File: src/rtl/jtr_pkg.sv
// Package for the JSON text reformatter: character codes, item kinds,
// controller states and the command/status structs between controller
// and datapath. No dependencies.
package jtr_pkg;

    // Default nesting limit
    localparam int MAX_DEPTH_DEF = 16;

    // Character codes
    localparam logic [7:0] CH_LBRACE = 8'h7B;
    localparam logic [7:0] CH_LBRACK = 8'h5B;
    localparam logic [7:0] CH_RBRACE = 8'h7D;
    localparam logic [7:0] CH_RBRACK = 8'h5D;
    localparam logic [7:0] CH_COMMA  = 8'h2C;
    localparam logic [7:0] CH_COLON  = 8'h3A;
    localparam logic [7:0] CH_QUOTE  = 8'h22;
    localparam logic [7:0] CH_BSLASH = 8'h5C;
    localparam logic [7:0] CH_SPACE  = 8'h20;
    localparam logic [7:0] CH_TAB    = 8'h09;
    localparam logic [7:0] CH_LF     = 8'h0A;
    localparam logic [7:0] CH_CR     = 8'h0D;

    // What one input byte turns into
    typedef enum logic [2:0] {
        K_NONE  = 3'd0,   // dropped whitespace
        K_PLAIN = 3'd1,   // the byte alone
        K_OPEN  = 3'd2,   // byte, newline, indent
        K_CLOSE = 3'd3,   // newline, indent, byte
        K_COMMA = 3'd4,   // byte, newline, indent
        K_COLON = 3'd5    // byte, one space
    } t_kind;

    // Which result the datapath loads into the output register
    typedef enum logic [1:0] {
        SEL_CHAR   = 2'd0,
        SEL_NL     = 2'd1,
        SEL_SPACE  = 2'd2,
        SEL_STATUS = 2'd3
    } t_sel;

    // Controller states
    typedef enum logic [5:0] {
        S_IDLE   = 6'b000001,
        S_CHAR   = 6'b000010,
        S_NL     = 6'b000100,
        S_SPACE  = 6'b001000,
        S_STATUS = 6'b010000,
        S_SPARE  = 6'b100000
    } t_state;

    typedef struct packed {
        logic load;      // take the input byte and update the parse state
        logic emit;      // load a result into the output register
        t_sel sel;       // which result
        logic end_run;   // result closes the run of this byte
        logic cnt_dec;   // count down one indent space
        logic clear;     // return parse state to reset
    } t_cmd;

    typedef struct packed {
        t_kind in_kind;  // kind of the byte on the input
        logic  in_last;
        t_kind kind;     // kind of the byte being emitted
        logic  last;
        logic  cnt_zero;
        logic  cnt_one;
        logic  out_free; // output register can take a result this cycle
        logic  clean;    // parse state at reset values
    } t_sts;

endpackage

File: src/rtl/jtr_in_if.sv
// Input channel of the JSON text reformatter: one byte and its last mark.
// No dependencies.
interface jtr_in_if;
    logic       valid;
    logic       ready;
    logic [7:0] in_char;
    logic       last_char;

    modport source (output valid, output in_char, output last_char, input ready);
    modport sink   (input valid, input in_char, input last_char, output ready);
endinterface

File: src/rtl/jtr_out_if.sv
// Output channel of the JSON text reformatter: one output byte or status item.
// No dependencies.
interface jtr_out_if;
    logic       valid;
    logic       ready;
    logic [7:0] out_char;
    logic       char_present;
    logic       end_of_run;
    logic       end_of_text;
    logic       json_ok;

    modport source (output valid, output out_char, output char_present,
                    output end_of_run, output end_of_text, output json_ok, input ready);
    modport sink   (input valid, input out_char, input char_present,
                    input end_of_run, input end_of_text, input json_ok, output ready);
endinterface

File: src/rtl/jtr_datapath.sv
// Datapath of the JSON text reformatter: parse state, byte decode, indent
// counter, mode register and output register. Depends on jtr_pkg.
module jtr_datapath #(
    parameter int MAX_DEPTH = jtr_pkg::MAX_DEPTH_DEF
) (
    input  logic          i_clk,
    input  logic          i_rst_n,
    input  logic          i_cfg_we,
    input  logic          i_cfg_data,
    input  logic [7:0]    i_in_char,
    input  logic          i_last_char,
    input  logic          i_out_ready,
    input  jtr_pkg::t_cmd i_cmd,
    output jtr_pkg::t_sts o_sts,
    output logic          o_out_valid,
    output logic [7:0]    o_out_char,
    output logic          o_char_present,
    output logic          o_end_of_run,
    output logic          o_end_of_text,
    output logic          o_json_ok
);
    import jtr_pkg::*;

    localparam int DW = $clog2(MAX_DEPTH + 1);
    localparam int CW = $clog2(2 * MAX_DEPTH + 1);

    logic          r_minify;
    logic          r_str, n_str;
    logic          r_esc, n_esc;
    logic [DW-1:0] r_depth, n_depth;
    logic          r_err, n_err;
    logic [7:0]    r_char;
    logic          r_last;
    t_kind         r_kind, w_kind;
    logic [CW-1:0] r_cnt, w_cnt_init;
    logic          r_out_valid;
    logic [7:0]    r_out_char;
    logic          r_out_present, r_out_end_run, r_out_eot, r_out_ok;
    logic          w_ws;

    // Mode register
    always_ff @(posedge i_clk) begin
        if (!i_rst_n) begin
            r_minify <= 1'b0;
        end else if (i_cfg_we) begin
            r_minify <= i_cfg_data;
        end
    end

    assign w_ws = (i_in_char == CH_SPACE) || (i_in_char == CH_TAB) ||
                  (i_in_char == CH_LF) || (i_in_char == CH_CR);

    // Decode the input byte and work out the next parse state
    always_comb begin
        n_str   = r_str;
        n_esc   = r_esc;
        n_depth = r_depth;
        n_err   = r_err;
        w_kind  = K_NONE;
        priority if (r_esc) begin
            w_kind = K_PLAIN;
            n_esc  = 1'b0;
        end else if (i_in_char == CH_BSLASH && r_str) begin
            w_kind = K_PLAIN;
            n_esc  = 1'b1;
        end else if (i_in_char == CH_QUOTE) begin
            w_kind = K_PLAIN;
            n_str  = ~r_str;
        end else if (r_str) begin
            w_kind = K_PLAIN;
        end else if (w_ws) begin
            w_kind = K_NONE;
        end else if (i_in_char == CH_LBRACE || i_in_char == CH_LBRACK) begin
            if (r_depth < DW'(MAX_DEPTH)) begin
                n_depth = r_depth + DW'(1);
            end else begin
                n_err = 1'b1;
            end
            w_kind = r_minify ? K_PLAIN : K_OPEN;
        end else if (i_in_char == CH_RBRACE || i_in_char == CH_RBRACK) begin
            if (r_depth != '0) begin
                n_depth = r_depth - DW'(1);
            end else begin
                n_err = 1'b1;
            end
            w_kind = r_minify ? K_PLAIN : K_CLOSE;
        end else if (i_in_char == CH_COMMA) begin
            w_kind = r_minify ? K_PLAIN : K_COMMA;
        end else if (i_in_char == CH_COLON) begin
            w_kind = r_minify ? K_PLAIN : K_COLON;
        end else begin
            w_kind = K_PLAIN;
        end
    end

    // Spaces that follow the newline, or the one after a colon
    always_comb begin
        if (w_kind == K_COLON) begin
            w_cnt_init = CW'(1);
        end else begin
            w_cnt_init = CW'({n_depth, 1'b0});
        end
    end

    // Parse state: update on a taken byte, clear after the status item
    always_ff @(posedge i_clk) begin
        if (!i_rst_n || i_cmd.clear) begin
            r_str   <= 1'b0;
            r_esc   <= 1'b0;
            r_depth <= '0;
            r_err   <= 1'b0;
        end else if (i_cmd.load) begin
            r_str   <= n_str;
            r_esc   <= n_esc;
            r_depth <= n_depth;
            r_err   <= n_err;
        end
    end

    // Hold the byte and its plan while its results go out
    always_ff @(posedge i_clk) begin
        if (i_cmd.load) begin
            r_char <= i_in_char;
            r_last <= i_last_char;
            r_kind <= w_kind;
            r_cnt  <= w_cnt_init;
        end else if (i_cmd.cnt_dec) begin
            r_cnt  <= r_cnt - CW'(1);
        end
    end

    // Output register
    always_ff @(posedge i_clk) begin
        if (!i_rst_n) begin
            r_out_valid <= 1'b0;
        end else if (i_cmd.emit) begin
            r_out_valid <= 1'b1;
        end else if (i_out_ready) begin
            r_out_valid <= 1'b0;
        end
    end

    always_ff @(posedge i_clk) begin
        if (i_cmd.emit) begin
            r_out_end_run <= i_cmd.end_run;
            unique case (i_cmd.sel)
                SEL_CHAR: begin
                    r_out_char    <= r_char;
                    r_out_present <= 1'b1;
                    r_out_eot     <= 1'b0;
                    r_out_ok      <= 1'b0;
                end
                SEL_NL: begin
                    r_out_char    <= CH_LF;
                    r_out_present <= 1'b1;
                    r_out_eot     <= 1'b0;
                    r_out_ok      <= 1'b0;
                end
                SEL_SPACE: begin
                    r_out_char    <= CH_SPACE;
                    r_out_present <= 1'b1;
                    r_out_eot     <= 1'b0;
                    r_out_ok      <= 1'b0;
                end
                default: begin
                    r_out_char    <= 8'h00;
                    r_out_present <= 1'b0;
                    r_out_eot     <= 1'b1;
                    r_out_ok      <= !r_str && (r_depth == '0) && !r_err;
                end
            endcase
        end
    end

    assign o_out_valid    = r_out_valid;
    assign o_out_char     = r_out_char;
    assign o_char_present = r_out_present;
    assign o_end_of_run   = r_out_end_run;
    assign o_end_of_text  = r_out_eot;
    assign o_json_ok      = r_out_ok;

    // Status to the controller
    assign o_sts.in_kind  = w_kind;
    assign o_sts.in_last  = i_last_char;
    assign o_sts.kind     = r_kind;
    assign o_sts.last     = r_last;
    assign o_sts.cnt_zero = (r_cnt == '0);
    assign o_sts.cnt_one  = (r_cnt == CW'(1));
    assign o_sts.out_free = !r_out_valid || i_out_ready;
    assign o_sts.clean    = !r_str && !r_esc && (r_depth == '0) && !r_err;

endmodule

File: src/rtl/jtr_ctrl.sv
// Controller of the JSON text reformatter: sequences the results of one
// byte (byte, newline, indent spaces, status). Depends on jtr_pkg.
module jtr_ctrl (
    input  logic          i_clk,
    input  logic          i_rst_n,
    input  logic          i_in_valid,
    input  jtr_pkg::t_sts i_sts,
    output logic          o_in_ready,
    output jtr_pkg::t_cmd o_cmd
);
    import jtr_pkg::*;

    t_state r_state, n_state;
    t_state w_done;
    logic   w_tail;

    always_ff @(posedge i_clk) begin
        if (!i_rst_n) begin
            r_state <= S_IDLE;
        end else begin
            r_state <= n_state;
        end
    end

    // Where a byte goes once its last character is out
    assign w_done = i_sts.last ? S_STATUS : S_IDLE;
    // A close still owes its own byte after the indent
    assign w_tail = (i_sts.kind == K_CLOSE);

    assign o_in_ready = (r_state == S_IDLE);

    // Next state and commands
    always_comb begin
        n_state       = r_state;
        o_cmd.load    = 1'b0;
        o_cmd.emit    = 1'b0;
        o_cmd.sel     = SEL_CHAR;
        o_cmd.end_run = 1'b0;
        o_cmd.cnt_dec = 1'b0;
        o_cmd.clear   = 1'b0;
        unique case (r_state)
            S_IDLE: begin
                if (i_in_valid) begin
                    o_cmd.load = 1'b1;
                    priority case (i_sts.in_kind)
                        K_NONE:  n_state = i_sts.in_last ? S_STATUS : S_IDLE;
                        K_CLOSE: n_state = S_NL;
                        default: n_state = S_CHAR;
                    endcase
                end
            end
            S_CHAR: begin
                if (i_sts.out_free) begin
                    o_cmd.emit = 1'b1;
                    o_cmd.sel  = SEL_CHAR;
                    priority case (i_sts.kind)
                        K_OPEN, K_COMMA: n_state = S_NL;
                        K_COLON:         n_state = S_SPACE;
                        default: begin
                            n_state       = w_done;
                            o_cmd.end_run = !i_sts.last;
                        end
                    endcase
                end
            end
            S_NL: begin
                if (i_sts.out_free) begin
                    o_cmd.emit = 1'b1;
                    o_cmd.sel  = SEL_NL;
                    if (!i_sts.cnt_zero) begin
                        n_state = S_SPACE;
                    end else if (w_tail) begin
                        n_state = S_CHAR;
                    end else begin
                        n_state       = w_done;
                        o_cmd.end_run = !i_sts.last;
                    end
                end
            end
            S_SPACE: begin
                if (i_sts.out_free) begin
                    o_cmd.emit    = 1'b1;
                    o_cmd.sel     = SEL_SPACE;
                    o_cmd.cnt_dec = 1'b1;
                    if (!i_sts.cnt_one) begin
                        n_state = S_SPACE;
                    end else if (w_tail) begin
                        n_state = S_CHAR;
                    end else begin
                        n_state       = w_done;
                        o_cmd.end_run = !i_sts.last;
                    end
                end
            end
            S_STATUS: begin
                if (i_sts.out_free) begin
                    o_cmd.emit    = 1'b1;
                    o_cmd.sel     = SEL_STATUS;
                    o_cmd.end_run = 1'b1;
                    o_cmd.clear   = 1'b1;
                    n_state       = S_IDLE;
                end
            end
            default: begin
                n_state = S_IDLE;
            end
        endcase
    end

endmodule

File: src/rtl/json_text_reformatter.sv
// JSON text reformatter, top level: joins controller and datapath to the
// input, output and mode-register ports. Depends on jtr_pkg, jtr_in_if,
// jtr_out_if, jtr_ctrl and jtr_datapath.
//
// Usage: JSON text enters on i_in one byte per transaction, with last_char
// on the final byte. Results leave on o_out, one byte or status item per
// transaction; end_of_run marks the last result of a byte, and the final
// byte adds a status item with end_of_text and json_ok. i_cfg_we writes
// minify_mode (0 pretty-print, 1 strip whitespace only); the user must
// write it only while idle, which the block itself does not enforce.
// Timing: a byte is taken in the idle state, then its results are loaded
// into the output register one at a time: none for dropped whitespace,
// the byte alone for a plain byte, and the byte with a newline and indent
// spaces, sent by the indent-space loop of the controller, for a brace,
// bracket or comma. Reset (synchronous, active low) clears the parse
// state, the output valid flag and the mode. A stalled receiver holds the
// output register and the sequencer; no input is taken until the last
// result of a byte has been loaded into the output register.
module json_text_reformatter #(
    parameter int MAX_DEPTH = jtr_pkg::MAX_DEPTH_DEF
) (
    input  logic      i_clk,
    input  logic      i_rst_n,
    input  logic      i_cfg_we,
    input  logic      i_cfg_data,
    jtr_in_if.sink    i_in,
    jtr_out_if.source o_out
);
    import jtr_pkg::*;

    t_cmd w_cmd;
    t_sts w_sts;
    logic w_in_ready;

    // Sequencer
    jtr_ctrl u_ctrl (
        .i_clk      (i_clk),
        .i_rst_n    (i_rst_n),
        .i_in_valid (i_in.valid),
        .i_sts      (w_sts),
        .o_in_ready (w_in_ready),
        .o_cmd      (w_cmd)
    );

    // Parse state and output register
    jtr_datapath #(
        .MAX_DEPTH (MAX_DEPTH)
    ) u_datapath (
        .i_clk          (i_clk),
        .i_rst_n        (i_rst_n),
        .i_cfg_we       (i_cfg_we),
        .i_cfg_data     (i_cfg_data),
        .i_in_char      (i_in.in_char),
        .i_last_char    (i_in.last_char),
        .i_out_ready    (o_out.ready),
        .i_cmd          (w_cmd),
        .o_sts          (w_sts),
        .o_out_valid    (o_out.valid),
        .o_out_char     (o_out.out_char),
        .o_char_present (o_out.char_present),
        .o_end_of_run   (o_out.end_of_run),
        .o_end_of_text  (o_out.end_of_text),
        .o_json_ok      (o_out.json_ok)
    );

    assign i_in.ready = w_in_ready;

`ifndef SYNTHESIS
    // A result is loaded only when the output register is free
    a_emit_free: assert property (@(posedge i_clk) disable iff (!i_rst_n)
        w_cmd.emit |-> (!o_out.valid || o_out.ready))
        else $error("result loaded over a waiting result");

    // The status item leaves the parse state at reset values
    a_clear: assert property (@(posedge i_clk) disable iff (!i_rst_n)
        w_cmd.clear |=> w_sts.clean)
        else $error("parse state not cleared after status item");

    // A status item closes its run and carries no byte
    a_status: assert property (@(posedge i_clk) disable iff (!i_rst_n)
        (o_out.valid && o_out.end_of_text) |-> (o_out.end_of_run && !o_out.char_present))
        else $error("malformed status item");

    // No byte is taken while results are still being produced
    a_load_idle: assert property (@(posedge i_clk) disable iff (!i_rst_n)
        w_cmd.load |-> !w_cmd.emit)
        else $error("byte taken during emission");
`endif

endmodule
File: src/flat_wrapper.sv
// flat-port wrapper written by rule: the top's interface ports become plain ports
module json_text_reformatter_flat import jtr_pkg::*;
#(
    parameter int MAX_DEPTH = jtr_pkg::MAX_DEPTH_DEF
)
  (i_clk, i_rst_n, i_cfg_we, i_cfg_data, i_in_valid, i_in_in_char, i_in_last_char, i_in_ready, o_out_valid, o_out_out_char, o_out_char_present, o_out_end_of_run, o_out_end_of_text, o_out_json_ok, o_out_ready);
  jtr_in_if i_in_i ();
  jtr_out_if o_out_i ();
  input  logic i_clk;
  input  logic i_rst_n;
  input  logic i_cfg_we;
  input  logic i_cfg_data;
  input wire logic [$bits(i_in_i.valid)-1:0] i_in_valid;
  input wire logic [$bits(i_in_i.in_char)-1:0] i_in_in_char;
  input wire logic [$bits(i_in_i.last_char)-1:0] i_in_last_char;
  output wire logic [$bits(i_in_i.ready)-1:0] i_in_ready;
  output wire logic [$bits(o_out_i.valid)-1:0] o_out_valid;
  output wire logic [$bits(o_out_i.out_char)-1:0] o_out_out_char;
  output wire logic [$bits(o_out_i.char_present)-1:0] o_out_char_present;
  output wire logic [$bits(o_out_i.end_of_run)-1:0] o_out_end_of_run;
  output wire logic [$bits(o_out_i.end_of_text)-1:0] o_out_end_of_text;
  output wire logic [$bits(o_out_i.json_ok)-1:0] o_out_json_ok;
  input wire logic [$bits(o_out_i.ready)-1:0] o_out_ready;
  assign i_in_i.valid = i_in_valid;
  assign i_in_i.in_char = i_in_in_char;
  assign i_in_i.last_char = i_in_last_char;
  assign i_in_ready = i_in_i.ready;
  assign o_out_valid = o_out_i.valid;
  assign o_out_out_char = o_out_i.out_char;
  assign o_out_char_present = o_out_i.char_present;
  assign o_out_end_of_run = o_out_i.end_of_run;
  assign o_out_end_of_text = o_out_i.end_of_text;
  assign o_out_json_ok = o_out_i.json_ok;
  assign o_out_i.ready = o_out_ready;
  json_text_reformatter #(.MAX_DEPTH(MAX_DEPTH)) u_core (.i_clk(i_clk), .i_rst_n(i_rst_n), .i_cfg_we(i_cfg_we), .i_cfg_data(i_cfg_data), .i_in(i_in_i), .o_out(o_out_i));
endmodule
File: config.mk
export PLATFORM = sky130hd
export DESIGN_NAME = json_text_reformatter_flat
export DESIGN_NICKNAME = d
export VERILOG_FILES = /design/src/rtl/jtr_pkg.sv /design/src/rtl/jtr_in_if.sv /design/src/rtl/jtr_out_if.sv /design/src/rtl/jtr_datapath.sv /design/src/rtl/jtr_ctrl.sv /design/src/rtl/json_text_reformatter.sv /design/src/flat_wrapper.sv
export SDC_FILE = /design/constraint.sdc
export NUM_CORES = 1
export LEC_CHECK = 0
export BUFFER_PORTS_ARGS = -buffer_cell sky130_fd_sc_hd__buf_2
export CORE_MARGIN = 3
export CORE_UTILIZATION = 45
export DETAILED_ROUTE_END_ITERATION = 7
export PLACE_DENSITY = 0.71
export SYNTH_ARGS = -nofsm -noshare
export SYNTH_HDL_FRONTEND = slang
export SYNTH_SLANG_ARGS = --single-unit
File: constraint.sdc
create_clock -name i_clk -period 2.6 [get_ports i_clk]
set_input_delay 0.65 -clock i_clk [delete_from_list [all_inputs] [get_ports i_clk]]
set_output_delay 0.65 -clock i_clk [all_outputs]
set_load 0.03 [all_outputs]
-- Word level (Yosys, flattened, before mapping)
Index checks and enable logic that the tools add are counted.
- register bits after elaboration: 46
- input port bits: 15
- output and inout port bits: 14
- word-level logic and storage cells: 150
- add/subtract/negate cells: 3
- order comparisons: 1
- equal/unequal tests: 33
- muxes and demuxes: 63
- bitwise operators: 5
- reduce and logical (&&, ||, !) cells: 29
- operators with widths (kind ; number):
    $mux 5 ; 14
    $mux 6 ; 9
    $eq 8x7->1 const B ; 5
    $mux 3 ; 11
    $eq 8x6->1 const B ; 4
    $pmux 6 s5 ; 1
    $eq 8x4->1 const B ; 3
    $pmux 8 s3 ; 1
    $pmux 5 s2 ; 2
    $mux 1 ; 19
    $pmux 4 s4 ; 1
    $ne 2x2->1 const B ; 7
    $eq 6x1->1 const B ; 2
    $mux 4 ; 3
    $eq 3x2->1 const B ; 3
    $eq 3x3->1 const B ; 3
    $reduce_and 9->1 ; 1
    $logic_or 1x1->1 ; 7
    $eq 6x2->1 const B ; 1
    $eq 6x3->1 const B ; 1
    $eq 6x4->1 const B ; 1
    $eq 6x5->1 const B ; 1
    $logic_not 6->1 ; 1
    $reduce_bool 2->1 ; 3
    other kinds (18) ; 30

-- Depth between registers and ports, before layout
Gate-level depths: netlist of the first run.
- depth in word-level cells: 14
- depth in mapped cells: 10
- mapped depth without buffers: 9

-- Cells and area by module
From an unflattened synthesis of the first run, not the netlist that was laid out.
- cell total of the unflattened synthesis: 271
- area, all modules: 2677.6 µm²
- modules (own cells, without submodules) (module ; times used ; cells each ; area an instance (µm²) ; sequential area each (µm²)):
    jtr_datapath ; 1 ; 193 ; 2107.0 ; 1101.1
    jtr_ctrl ; 1 ; 78 ; 570.5 ; 100.1

-- Least setup slack after synthesis of the first run
No wires, ideal clock.
- path kind: input-to-reg
- from: input i_in_in_char[1]
- to: register u_core.u_ctrl.r_state[0]
- setup time: 0.155 ns
- data arrival time: 2.237 ns
- data required time: 2.445 ns
- slack: 0.208 ns
- stages on the path: 7
- buffers on the path: 1
- path through: clkbuf_1 or2b_2 a2111oi_4 nor2_1 o2111a_1 a2111oi_1 o221ai_1
- RTL lines (item ; line ; source):
    from (decl) ; flat_wrapper.sv:14 ; input wire logic [$bits(i_in_i.in_char)-1:0] i_in_in_char;
    to (signal assigned) ; jtr_ctrl.sv:21 ; r_state <= n_state;
    to (decl) ; jtr_ctrl.sv:13 ; t_state r_state, n_state;

-- Worst setup path in the final report of the first run
- from: register u_core.u_datapath.r_depth[0]
- to: register u_core.u_datapath.r_cnt[1], data pin
- word-level cells in the longest chain between the ends: 11
- elaborated cells between the ends (all ways): 15
- those cells by class: 2 x add/sub; 1 x order compare; 11 x mux; 1 x reduce/logical
- RTL lines (item ; line ; source):
    from (decl) ; jtr_datapath.sv:30 ; logic [DW-1:0] r_depth, n_depth;
    from (signal assigned) ; jtr_datapath.sv:115 ; r_depth <= n_depth;
    $sub 5x1->5 or $reduce_bool 5->1 (tied branches) ; jtr_datapath.sv:82, jtr_datapath.sv:81 ;
    $mux 5 ; jtr_datapath.sv:81 ; if (r_depth != '0) begin
    $mux 5 ; jtr_datapath.sv:80 ; end else if (i_in_char == CH_RBRACE || i_in_char == CH_RBRACK) begin
    $mux 5 ; jtr_datapath.sv:73 ; end else if (i_in_char == CH_LBRACE || i_in_char == CH_LBRACK) begin
    $mux 5 ; jtr_datapath.sv:71 ; end else if (w_ws) begin
    $mux 5 ; jtr_datapath.sv:69 ; end else if (r_str) begin
    $mux 5 ; jtr_datapath.sv:66 ; end else if (i_in_char == CH_QUOTE) begin
    $mux 5 ; jtr_datapath.sv:63 ; end else if (i_in_char == CH_BSLASH && r_str) begin
    $mux 5 * ; jtr_datapath.sv:60 ; priority if (r_esc) begin
    $mux 6 * ; jtr_datapath.sv:98 ; if (w_kind == K_COLON) begin
    $mux 6 * ; jtr_datapath.sv:122 ; if (i_cmd.load) begin
    to (signal assigned) ; jtr_datapath.sv:126 ; r_cnt <= w_cnt_init;
    to (signal assigned) ; jtr_datapath.sv:128 ; r_cnt <= r_cnt - CW'(1);
    to (decl) ; jtr_datapath.sv:35 ; logic [CW-1:0] r_cnt, w_cnt_init;
Every way passes the cells marked *; elsewhere a longest branch is shown, timed or not.
A chain may end at the register's enable or synchronous reset.

==> results.json, run 1 <==
{
  "layout-drive-gt1-share_pct": 18.9,
  "final_cell_mix": "edfxtp_1, buf_2, nor2_1",
  "yosysSeqAreaShare_pct": 47.5,
  "cts_hold_buf": 0,
  "rows": 26,
  "netlist_area_um2": 2530,
  "diodes": 0,
  "grt_use_total_pct": 18.8,
  "slew_headroom_pct": 63.6,
  "cp_max_fo": 6,
  "rsz0062_at_grt": "no",
  "area_growth_pct": 14.6,
  "fmax_mhz": 415,
  "place.gp.congestion": 0.913,
  "fin_nets": 314,
  "vias": 2108,
  "synth_cell_types": 56,
  "clkSinkCount": 45,
  "start_util_pct": 48.0,
  "status": "complete, no violations",
  "synth_seq_cells": 45,
  "power.density_nw_per_um2": 691,
  "grt_max_degree": 17,
  "core_area_um2": 5270,
  "clk_pin_slew_ns": 0.10,
  "setup-violations-final": 0,
  "comb_power_share_pct": 28.5,
  "drc_errors": 0,
  "drtIter0Drc": 100,
  "synthArstFlopShare_pct": 0,
  "synthCells": 257,
  "final-hold-violation-count": 0,
  "hp-class": "reg -> reg",
  "hpwl_um": 4310,
  "syn-num-nets": 276,
  "viasPerCell": 5.76,
  "cts_htree_levels": 2,
  "finClkSkew_ns": 0.0105,
  "cts_made_buffers": 5,
  "p_seq_share_pct": 48.7,
  "switchingPower_w": 0.000683,
  "cts-root-buf": "clkbuf_8",
  "post-route-min-period_ns": 2.41,
  "maxCapViolCount": 0,
  "start_kind": "register",
  "grt_pass1_wl_um": 9550,
  "wirelength_um": 5680,
  "ant_nets": 0,
  "tns_ns": 0,
  "wl_per_cell_um": 15.5,
  "first_pass_iters": 4,
  "post_cts_resized": 0,
  "layout_commonest_cell": "edfxtp_1",
  "die_h_um": 81.0,
  "cts_tree": "done",
  "end_kind": "register",
  "ys.flop_type": "edfxtp_1",
  "irDropWorstVdd_mv": 0.393,
  "whs_ns": 0.507,
  "fin_util_pct": 55.0,
  "critPathKind": "reg -> reg",
  "synth_edf_count": 30,
  "worstPathArrival_ns": 2.46,
  "cellLeakagePower_nw": 1.08,
  "drv_slew": 0,
  "postCtsSetupBuffers": 0,
  "worst_pin_slew_ns": 0.544,
  "globalRoute.totalOverflow": 0,
  "p_total_w": 0.00200,
  "port_buffers": 28,
  "avgSynthCellArea_um2": 9.84,
  "switching_share_pct": 34.1,
  "cp.required_ns": 2.65,
  "die_x_um": 81.0,
  "ys_warn_count": 0,
  "p_int_w": 0.00132,
  "post-route-period-util_pct": 92.6,
  "antenna_found_initial": 0,
  "p_clk_share_pct": 22.8,
  "clockBufferDepth": 2,
  "die_area_um2": 6550,
  "top_level_ports": 29,
  "insertion_delay_ns": 0.31,
  "grt_pass1_vias": 1982
}
[kinds of logic (layout without fill, tap and decap cells)]
logic type                 count (synthesis)  in the layout  share of synthesized area (%)
xor gates and xnor gates                   7              7                           2.42
DFF                                       45             45                           47.5
adders and majority gates                  4              4                           1.98
buffers and inverters                     22             61                           3.41
AOI/OAI and AO/OA                         63             63                           17.7
muxes                                      5              5                           1.98
and+or+nand+nor                          111            111                           25.0
[Yosys cell counts (2+ instances only)]
master / n / area share (%)
edfxtp_1: 30 / 36
nor2_1: 25 / 3.7
nand2_1: 16 / 2.4
dfxtp_1: 15 / 12
inv_1: 14 / 2.1
nor3_1: 14 / 2.8
a21oi_1: 12 / 2.4
o21ai_0: 12 / 2.4
nand2b_1: 8 / 2.0
and2_1: 7 / 1.7
clkbuf_1: 5 / 0.74
mux2i_1: 5 / 2.0
o22ai_1: 5 / 1.2
xnor2_1: 5 / 1.7
ha_1: 4 / 2.0
nor4_1: 4 / 0.99
nor4b_1: 4 / 1.4
o21a_1: 4 / 1.2
or3_1: 4 / 0.99
a211oi_1: 3 / 0.89
a221oi_1: 3 / 1.0
a22o_1: 3 / 1.0
and3b_1: 3 / 1.0
and4b_1: 3 / 1.2
buf_2: 3 / 0.59
nand3_1: 3 / 0.59
nor2b_1: 3 / 0.74
nor3b_1: 3 / 0.89
a31oi_1: 2 / 0.49
a32oi_1: 2 / 0.69
nand3b_1: 2 / 0.59
nand4_1: 2 / 0.49
o22a_1: 2 / 0.69
o32ai_1: 2 / 0.69
or3b_2: 2 / 0.69
or4b_2: 2 / 0.79
xor2_1: 2 / 0.69
[layer usage]
metal	vias up	track usage [%]	routed length [um]
li1	1046	-	-
met1	990	26.1	2580
met2	62	29.4	2680
met3	10	3.33	303
met4	0	7.09	123
met5	-	0	0
[flip-flops by register name (all words and copies together), names as in the netlist, 3 cells and up]
name                          count
u_core.u_ctrl.r_state             5
u_core.u_datapath.o_out_char      8
u_core.u_datapath.r_char          8
u_core.u_datapath.r_cnt           6
u_core.u_datapath.r_depth         5
u_core.u_datapath.r_kind          3
[metrics by stage]
| stage | area (um2) | setup WS [ns] | std cells |
|---|---|---|---|
| 6_report | 2900 | 0.192 | 366 |
| 5_1_grt | 2900 | 0.0325 | 366 |
| 4_1_cts | 2900 | 0.234 | 366 |
| 3_5_place_dp | 2810 | 0.120 | 358 |
| 3_3_place_gp | 2810 | 0.165 | 358 |
| 2_1_floorplan | 2530 | 0.208 | 257 |
[critical path, cell delays in order (launching register included)]
cell and delay (ns):
dfxtp_1 0.37, inv_1 0.11, ha_1 0.23, or4b_2 0.69
and2_1 0.23, o21ai_1 0.27, xnor2_1 0.18, o22ai_1 0.09
[final cells by class]
class	instances	area, um2
fill	485	2370
multi-input combinational	190	1240
sequential	45	1200
timing repair buffer	39	223
tap	70	87.6
clock buffer	5	68.8
inverter	14	52.6
clock inverter	3	25.0
[power by group through the flow]
stage	clock [W]	sequential, W	combinational, W
2_1_floorplan	0	0.000985	0.000387
3_3_place_gp	0	0.000987	0.000562
3_5_place_dp	0	0.000992	0.000568
4_1_cts	0.000472	0.000975	0.000573
5_1_grt	0.000498	0.000992	0.000640
6_report	0.000456	0.000975	0.000570
[worst paths after layout]
kind / start / to / slack [ns] / cells after the start
max: u_core.u_datapath.r_depth[0] / u_core.u_datapath.r_cnt[1] / 0.19 / 7
min: u_core.u_datapath.r_err / u_core.u_datapath.r_err / 0.51 / 2
max reg2reg: u_core.u_datapath.r_depth[0] / u_core.u_datapath.r_cnt[1] / 0.19 / 7
min reg2reg: u_core.u_datapath.r_err / u_core.u_datapath.r_err / 0.51 / 2
(Power assumes the default switching activity.)
==> inputs of run 2 (changes only) <==
--- a/config.mk
+++ b/config.mk
@@ -9,7 +9,7 @@
 export CORE_MARGIN = 3
 export CORE_UTILIZATION = 45
 export DETAILED_ROUTE_END_ITERATION = 7
-export PLACE_DENSITY = 0.71
+export PLACE_DENSITY_LB_ADDON = 0.12
 export SYNTH_ARGS = -nofsm -noshare
 export SYNTH_HDL_FRONTEND = slang
 export SYNTH_SLANG_ARGS = --single-unit
==> run 2 against run 1 <==
Via count is 0.14% lower. Die area unchanged. Non-clock buffer count is the same. Flip-flop and latch count unchanged. First-iteration DRC count grew 62%. Critical path depth is 1 lower. Clock power is 3% lower. Routed wire length is 1.2% higher. Worst hold slack got worse by 0.014 ns. Count of clock-buffer cells in the layout did not move. Sequential power down 1%. Global-route usage about the same. Critical endpoint is now u_core.u_ctrl.r_state[0]. Largest power group unchanged.
==> results.json, run 2 (synthesis results as in run 1) <==
{
  "die_x_um": 81.0,
  "vias": 2105,
  "post_cts_resized": 0,
  "layout_commonest_cell": "edfxtp_1",
  "start_util_pct": 48.0,
  "finalNonFillerCells": 366,
  "layout-drive-gt1-share_pct": 18.9,
  "clk_pin_slew_ns": 0.09,
  "antenna_found_initial": 0,
  "cellLeakagePower_nw": 1.08,
  "worst_slack_ns": 0.220,
  "start_kind": "register",
  "finClkSkew_ns": 0.00893,
  "multi_input_comb_area_um2": 1240,
  "die_area_um2": 6550,
  "slew_headroom_pct": 67.3,
  "slowest_stage": "a221oi_1",
  "cts-root-buf": "clkbuf_8",
  "crit_buf_inv": 0,
  "dp_worst_setup_slack_ns": 0.107,
  "diodes": 0,
  "top_level_ports": 29,
  "drtIter0Drc": 162,
  "rsz0062_at_grt": "no",
  "power.density_nw_per_um2": 689,
  "postCtsSetupBuffers": 0,
  "fin_nets": 314,
  "rrSetupSlack_ns": 0.22,
  "cts_made_buffers": 5,
  "core_area_um2": 5270,
  "num-fill-cells": 510,
  "grt_use_total_pct": 18.9,
  "cpLargestDelayFamily": "compound AO/OA/AOI/OAI gates",
  "slowest_delay_ns": 0.51,
  "cts_hold_buf": 0,
  "clkSinkCount": 45,
  "port_buffers": 28,
  "wirelength_um": 5750,
  "hpwl_um": 4290,
  "regArea_um2": 1200,
  "globalRoute.totalOverflow": 0,
  "area_growth_pct": 14.5,
  "tns_ns": 0,
  "cts_htree_levels": 2,
  "viasPerCell": 5.75,
  "post-route-period-util_pct": 91.5,
  "first_pass_iters": 4,
  "place.gp.congestion": 0.893,
  "clockBufferDepth": 2,
  "grt_pass1_vias": 1916,
  "place_inst": 358,
  "crit_chain": "or3b_2, nor4b_1, o21ai_0, a221oi_1, a2111oi_1, o221ai_1",
  "setup-violations-final": 0,
  "final_cell_mix": "edfxtp_1, buf_2, nor2_1",
  "worst_pin_slew_ns": 0.490,
  "worstPathArrival_ns": 2.60,
  "ant_nets": 0,
  "hp-class": "reg -> reg",
  "end_kind": "register",
  "status": "complete, no violations",
  "rows": 26,
  "maxCapViolCount": 0,
  "grt_max_degree": 16,
  "wl_per_cell_um": 15.7,
  "irDropWorstVdd_mv": 0.454,
  "drc_errors": 0,
  "drv_slew": 0,
  "final-hold-violation-count": 0,
  "cts_tree": "done",
  "grt_pass1_wl_um": 9450,
  "p_total_w": 0.00200,
  "die_h_um": 81.0,
  "post-route-min-period_ns": 2.38,
  "critPathKind": "reg -> reg",
  "cp_max_fo": 8,
  "cp.required_ns": 2.82,
  "insertion_delay_ns": 0.30,
  "fmax_mhz": 420
}
[run 2: cell counts in the layout (fill, tap and decap cells not counted)]
No cell type changed its count.
[run 2: final timing paths]
kind,from,endpoint,cells past startpoint
max,u_core.u_ctrl.r_state[3],u_core.u_ctrl.r_state[0],6
min,u_core.u_datapath.r_err,u_core.u_datapath.r_err,2
max reg2reg,u_core.u_ctrl.r_state[3],u_core.u_ctrl.r_state[0],6
min reg2reg,u_core.u_datapath.r_err,u_core.u_datapath.r_err,2
[run 2: power by group]
part / internal (W) / switching (W)
logic: 0.000233 / 0.000357
clock network: 0.000191 / 0.000251
registers: 0.000896 / 0.0000673
total: 0.00132 / 0.000676
[run 2: stage by stage]
| stage | utilization (%) | hold WS, ns | cell area, um2 |
|---|---|---|---|
| final | 54.9 | 0.493 | 2900 |
| after global routing | 54.9 | 0.531 | 2900 |
| after global placement | 53.2 | 0.476 | 2810 |
| after floorplan | - | 0.438 | 2530 |
| after detailed placement | 53.2 | 0.471 | 2810 |
| after CTS | 54.9 | 0.494 | 2900 |
[run 2: routing by layer]
| layer | wire, um | GRT usage, % |
|---|---|---|
| met4 | 97 | 6.42 |
| met2 | 2700 | 29.6 |
| met3 | 292 | 3.77 |
| met1 | 2660 | 26.1 |
| met5 | 0 | 0 |
[run 2: cell type report]
cell class | count | share of cell area (%)
multi-input cells | 190 | 42.9
clock inverters | 3 | 0.735
clock buffers | 5 | 2.38
repair buffers | 39 | 7.69
inverters | 14 | 1.82
well taps | 70 | 3.03
flip-flops and latches | 45 | 41.5
[run 2: worst reg2reg max path, stage by stage (launching register included)]
cell       delay [ns]
dfxtp_1          0.44
or3b_2           0.50
nor4b_1          0.37
o21ai_0          0.21
a221oi_1         0.51
a2111oi_1        0.13
o221ai_1         0.16
